$ cat config.mk
export PLATFORM = sky130hd
export DESIGN_NAME = nipf_ram
export DESIGN_NICKNAME = d
export VERILOG_FILES = /design/src/rtl/nipf_ram.sv
export SDC_FILE = /design/constraint.sdc
export NUM_CORES = 1
export LEC_CHECK = 0
export BUFFER_PORTS_ARGS = -buffer_cell sky130_fd_sc_hd__buf_4
export CORE_MARGIN = 2
export CORE_UTILIZATION = 38
export CTS_CLUSTER_DIAMETER = 40
export DETAILED_ROUTE_END_ITERATION = 16
export PLACE_DENSITY = 0.65
export SLEW_MARGIN = 25
export SYNTH_ARGS = -nofsm -noshare
export SYNTH_HDL_FRONTEND = slang
export SYNTH_SLANG_ARGS = --single-unit
$ cat constraint.sdc
create_clock -name clk -period 3.8 [get_ports clk]
set_input_delay 0.76 -clock clk [delete_from_list [all_inputs] [get_ports clk]]
set_output_delay 0.76 -clock clk [all_outputs]
set_load 0.05 [all_outputs]
$ cat src/rtl/nipf_ram.sv
// Generic single-write, single-read RAM with registered read data.
module nipf_ram #(
	parameter int WIDTH = 8,
	parameter int DEPTH = 16
) (
	input  logic                     clk,
	input  logic                     we,
	input  logic [$clog2(DEPTH)-1:0] waddr,
	input  logic [WIDTH-1:0]         wdata,
	input  logic                     re,
	input  logic [$clog2(DEPTH)-1:0] raddr,
	output logic [WIDTH-1:0]         rdata
);

	logic [WIDTH-1:0] mem [DEPTH];

	always_ff @(posedge clk) begin
		if (we) begin
			mem[waddr] <= wdata;
		end
		if (re) begin
			rdata <= mem[raddr];
		end
	end

endmodule

==> out/results.txt, run 1 <==
slew margin rel.: 27.58%
Routed WL: 9863 µm
GR Overflow Total: 0
CTS tree: built
total global-route track usage: 14.78%
io pins: 27
most frequent cell after synthesis: edfxtp_1
hold crit path type: in -> reg
postcts setup bufs: 0
critical path fanouts, max: 32
drt drc: 0
most frequent cells after synthesis: edfxtp_1 (136), mux4_2 (18), a22oi_1 (16), mux4_1 (14), nor2_1 (13)
Vias/cell: 5.335
Final ANT Viol Nets: 0
share of synthesized flip-flops with an asynchronous set or reset: 0%
yosys warns: 0
Inserted Clock Buffers: 17
Iteration-0 DRC Markers: 173
area leader, netlist: edfxtp_1
period utilization: 57.97%
die span in x: 121.3 µm
htree depth: 4
fill count: 1,166
top post-synthesis cells by area: edfxtp_1 (78%), mux4_2 (7.8%), mux4_1 (7.0%)
worst r2r dst: rdata[1]$_DFFE_PP_
hold_buf cts: 0
Syn Nets: 248
number of antenna violations at the first check in global routing: 0
crit path cell chain: buf_4, mux4_1, a22oi_1, nand2_1
Post-Syn Instances: 229
post-synth cell types: 18
Pre-antenna DRT Iters: 5
post-DP HPWL: 6172 µm
Root Buffer: clkbuf_16
final hold vios: 0
startpoint types: input pin
critical path class: in -> reg
nets: 287
Die Ht: 121.3 µm
final setup vio count: 0
Area Growth Syn to Fin: 16.30%
Finished Layout Cells: 451
fin. max-slew vios: 0
Synth Flop Type: edfxtp_1
Vias: 2,406
CP Launch Point: raddr[0]
antenna cell count: 0
area fraction of the dominant cell type after synthesis: 78.12%
crit path to: rdata[1]$_DFFE_PP_
status: completed
Power per Cell Area: 541.0 mW/mm²
register area share after synthesis: 78.12%
Worst Path Arrival: 2.35 ns
RSZ-0062 raised after global routing: no
Worst-Skew Late Latency: 0.40 ns
number of flops mapped to enable cells by yosys: 136
#FFs+latches synth: 136
largest net degree at the start of global routing: 33
first-pass GRT wire length: 15,230 µm
Core ar.: 0.01335 mm²
Hold Crit Depth: 1
syn_area_per_cell: 22.83 µm²
Clock Pin Slew Worst Setup and Hold Paths: 0.05 ns
Fmax: 454.0 MHz
slew of the pin with the lowest slew margin: 1.082 ns
quantity of I/O buffers inserted on ports: 26
clock buffer depth: 2
Max stage delay on crit path: 0.67 ns
Synth Cell Area: 0.005228 mm²
Avg WL per Cell: 21.87 µm
cts repair resizes: 0
gpl congestion: 0.7461
max_cap viols: 0
critical path required time: 3.95 ns
std cell rows: 42
vias in the first global route: 2,594
initial core utilization: 39.16%
worst r2r path cells: 3
Worst path slowest cell: mux4_1
R2R Setup Slk: 2.23 ns
leakage: 1.994 nW
Final Skew: 0.003678 ns
die area: 0.01471 mm²
Critical Path End Type: flop
setup TNS: 0 ns
CTS sink cnt: 136
minimum clock period: 2.203 ns
reg2reg start: mem[0][1]$_DFFE_PP_
Worst IR Drop VDD: 0.3043 mV
total chip power: 3.289 mW
Placed Cells incl. Taps: 425
share of cells above drive strength 1: 25.82%
[cells in the final DEF, fill, tap and decap left out]
| master | n |
|---|---|
| nand3b_1 | 2 |
| nor3_1 | 4 |
| nand3_1 | 1 |
| and2_1 | 1 |
| clkbuf_16 | 17 |
| or3b_2 | 1 |
| nand2b_1 | 2 |
| mux4_1 | 14 |
| clkinv_1 | 2 |
| mux4_2 | 18 |
| and2b_1 | 1 |
| clkinvlp_4 | 1 |
| nor2_1 | 13 |
| bufinv_16 | 1 |
| nor2b_1 | 1 |
| edfxtp_1 | 136 |
| clkbuf_1 | 2 |
| a22oi_1 | 16 |
| nand2_1 | 9 |
| clkinv_2 | 3 |
| buf_4 | 30 |
[metal layers]
metal / vias to the layer above / share of wire, % / global-route usage [%]
met5: - / 0 / 0
met2: 83 / 48 / 22.54
met3: 13 / 6.6 / 5.263
li1: 1052 / - / -
met4: 0 / 1.7 / 5.388
met1: 1258 / 44 / 19.67
[power by group]
group          switching, mW  leakage (nW)  internal (mW)
clock network          0.544         0.241          0.866
logic                  0.109         0.516         0.0685
registers            0.00923          1.24           1.69
[registers in the layout (all words and copies together) (netlist names)]
signal,count
mem,128
rdata,8
[layout make-up]
| type | instances | area, µm² | area share, % |
|---|---|---|---|
| well taps | 176 | 220.2 | 3.622 |
| multi-input cells | 83 | 1057 | 17.39 |
| repair buffers | 30 | 225.2 | 3.704 |
| clock inverters | 7 | 60.06 | 0.9879 |
| flip-flops and latches | 136 | 4084 | 67.17 |
| clock buffers | 19 | 432.9 | 7.121 |
[worst min-delay path by stage]
stage,end,from
after global placement,rdata[0]$_DFFE_PP_,mem[14][0]$_DFFE_PP_
final,mem[12][1]$_DFFE_PP_,wdata[1]
after CTS,mem[1][7]$_DFFE_PP_,wdata[7]
after global routing,rdata[3]$_DFFE_PP_,re
after detailed placement,rdata[0]$_DFFE_PP_,mem[15][0]$_DFFE_PP_
after floorplan,rdata[0]$_DFFE_PP_,mem[7][0]$_DFFE_PP_
[worst max-delay path, delay by kind of cell]
| kind | cells | cell delay (ns) |
|---|---|---|
| buffers and inverters | 1 | 0.49 |
| AOI/OAI and AO/OA | 1 | 0.30 |
| muxes | 1 | 0.67 |
| and+or+nand+nor | 1 | 0.11 |
[cells by family (layout without fill, tap and decap cells)]
group	after synthesis	count (layout)	share of synthesized area [%]
flip-flops	136	136	78.12
AND/OR/NAND/NOR	35	35	3.136
multiplexers	32	32	14.79
AO/OA/AOI/OAI	16	16	2.298
buffers and inverters	10	56	1.651
[stage by stage]
step                area [µm²]  setup WS (ns)  util [%]  hold WS [ns]
global placement          5587          1.216     41.85        0.7245
finish                    6080          1.597     45.55        0.6626
CTS                       6080          1.595     45.55        0.6578
detailed placement        5587          1.167     41.85        0.7353
floorplan                 5228          1.547         -        0.7048
global route              6080          1.544     45.55        0.6638
No activity file was read; power rests on OpenSTA's default activity.
==> run 2: changes to the inputs <==
--- a/config.mk
+++ b/config.mk
@@ -10,7 +10,7 @@
 export CORE_UTILIZATION = 38
 export CTS_CLUSTER_DIAMETER = 40
 export DETAILED_ROUTE_END_ITERATION = 16
-export PLACE_DENSITY = 0.65
+export PLACE_DENSITY = 0.67
 export SLEW_MARGIN = 25
 export SYNTH_ARGS = -nofsm -noshare
 export SYNTH_HDL_FRONTEND = slang
==> constraint.sdc (replaced) <==
create_clock -name clk -period 1.9 [get_ports clk]
set_input_delay 0.38 -clock clk [delete_from_list [all_inputs] [get_ports clk]]
set_output_delay 0.38 -clock clk [all_outputs]
set_load 0.05 [all_outputs]
==> out/results.txt, run 2 (same netlist as run 1, synthesis figures left out) <==
Setup Slack @ Placement: 0.01638 ns (-1.151 ns)
Area Growth Syn to Fin: 24.41%
final setup margin: 0.4332 ns (-1.164 ns)
hold crit path type: in -> reg
number of antenna violations at the first check in global routing: 0 (unchanged)
Clock Pin Slew Worst Setup and Hold Paths: 0.06 ns (about the same)
total placed instance area: 0.005799 mm² (+3.8%)
critical path required time: 2.05 ns (-1.90 ns)
Vias/cell: 5.109 (-4.2%)
htree depth: 4 (unchanged)
Fmax: 681.8 MHz
worst r2r dst: rdata[1]$_DFFE_PP_
Avg WL per Cell: 20.69 µm (-5.4%)
Routed WL: 9850 µm (-0.13%)
Worst Path Arrival: 1.62 ns (-0.73 ns)
Inserted Clock Buffers: 17 (unchanged)
antenna cell count: 0 (unchanged)
worst r2r path cells: 3 (unchanged)
Finished Layout Cells: 476 (+5.5%)
crit path cell chain: mux4_1, a22oi_1, nand2_1
Critical Path End Type: flop
Min-Delay Endpoint: mem[12][4]$_DFFE_PP_
Power per Cell Area: 1182 mW/mm² (+120%)
register bank with the most flops: mem
max_cap viols: 0 (unchanged)
final setup vio count: 0 (unchanged)
die area: 0.01471 mm² (unchanged)
fin. max-slew vios: 0 (unchanged)
vias in the first global route: 2,592 (-0.077%)
gpl congestion: 0.7328 (-1.8%)
critical path class: reg -> reg
first-pass GRT wire length: 15,110 µm (-0.77%)
post-route cell area: 0.006504 mm² (+7.0%)
clock buffer depth: 2 (unchanged)
io pins: 27 (unchanged)
RSZ-0062 raised after global routing: no
Worst IR Drop VDD: 0.8460 mV (+180%)
leakage: 2.221 nW (+11%)
cts repair resizes: 0 (unchanged)
Worst path slowest cell: mux4_1
hold_buf cts: 0 (unchanged)
reg2reg start: mem[5][1]$_DFFE_PP_
post-DP HPWL: 6312 µm (+2.3%)
Final ANT Viol Nets: 0 (unchanged)
Vias: 2,432 (+1.1%)
Root Buffer: clkbuf_16
status: completed
die span in x: 121.3 µm (unchanged)
number of flip-flops in the largest register: 128 (unchanged)
Worst-Skew Late Latency: 0.41 ns (about the same)
std cell rows: 42 (unchanged)
Pre-antenna DRT Iters: 4 (-1)
Hold Crit Depth: 1 (unchanged)
drt drc: 0 (unchanged)
Final Skew: 0.007717 ns (+0.004039 ns)
nets: 307 (+7.0%)
postcts setup bufs: 0 (unchanged)
minimum clock period: 1.467 ns
Top Registers: mem (128), rdata (8)
slew margin rel.: 73.24% (+46 points)
CTS tree: built
GR Overflow Total: 0 (unchanged)
initial core utilization: 39.16% (unchanged)
HP Start: wdata[4]
total chip power: 7.686 mW (+130%)
CTS sink cnt: 136 (unchanged)
total global-route track usage: 14.58% (-0.20 points)
commonest non-fill, non-tap cell in the layout: edfxtp_1
setup TNS: 0 ns (unchanged)
Iteration-0 DRC Markers: 237 (+37%)
largest net degree at the start of global routing: 17 (-48%)
R2R Setup Slk: 0.43 ns (-1.80 ns)
Placed Cells incl. Taps: 445 (+4.7%)
WHS: 0.2678 ns (-0.3948 ns)
final core utilization: 48.73% (+3.2 points)
Max stage delay on crit path: 0.54 ns (-0.13 ns)
startpoint types: flop
Die Ht: 121.3 µm (unchanged)
critical path fanouts, max: 1 (-97%)
final hold vios: 0 (unchanged)
slew of the pin with the lowest slew margin: 0.4013 ns (-0.6810 ns)
Core ar.: 0.01335 mm² (unchanged)
quantity of I/O buffers inserted on ports: 26 (unchanged)
period utilization: 77.20%
share of cells above drive strength 1: 32.67% (+6.8 points)
most frequent cells in the layout: edfxtp_1 (136), buf_4 (45), mux4_2 (18)
-- run 2: changes by cell type in the layout (fill, tap and decap cells not counted) --
cell | previous run | this run
clkinvlp_4 | 1 | 0
inv_6 | 0 | 1
clkinv_4 | 0 | 2
buf_4 | 30 | 45
buf_12 | 0 | 5
bufinv_16 | 1 | 8
clkinv_2 | 3 | 1
clkinv_1 | 2 | 0
-- run 2: worst max-delay path, delay by kind of cell, from the launching register on --
family / cells / cell delay [ns]
AOI/OAI and AO/OA: 1 / 0.21
and+or+nand+nor: 1 / 0.08
muxes: 1 / 0.54
DFF: 1 / 0.39
-- run 2: routing by layer --
layer,share of wire (%),vias up,track usage (%)
li1,-,1100,-
met1,42,1244,19.89
met2,50,79,22.26
met3,6.7,9,3.759
met4,1.3,0,6.322
met5,0,-,0
-- run 2: cell type report --
type                            instances  area (µm²)
Clock buffer                           19       432.9
Clock inverter                         12       271.5
Fill cell                            1070        6844
Tap cell                              176       220.2
Sequential cell                       136        4084
Multi-Input combinational cell         83        1057
Timing Repair Buffer                   50       437.9
-- run 2: worst max-delay path by stage --
stage	start	end	slack (ns)	depth (start not counted)
after global placement	raddr[0]	rdata[1]$_DFFE_PP_	0.02	5
after floorplan	waddr[2]	mem[0][0]$_DFFE_PP_	0.03	2
final	mem[5][1]$_DFFE_PP_	rdata[1]$_DFFE_PP_	0.43	3
after CTS	mem[11][0]$_DFFE_PP_	rdata[0]$_DFFE_PP_	0.42	3
after detailed placement	raddr[0]	rdata[3]$_DFFE_PP_	0.02	5
after global routing	raddr[0]	rdata[5]$_DFFE_PP_	0.32	5
-- run 2: report_power, final --
part | switching, mW | internal (mW)
clock network | 1.17 | 2.72
logic | 0.219 | 0.167
registers | 0.0211 | 3.38
total | 1.41 | 6.27
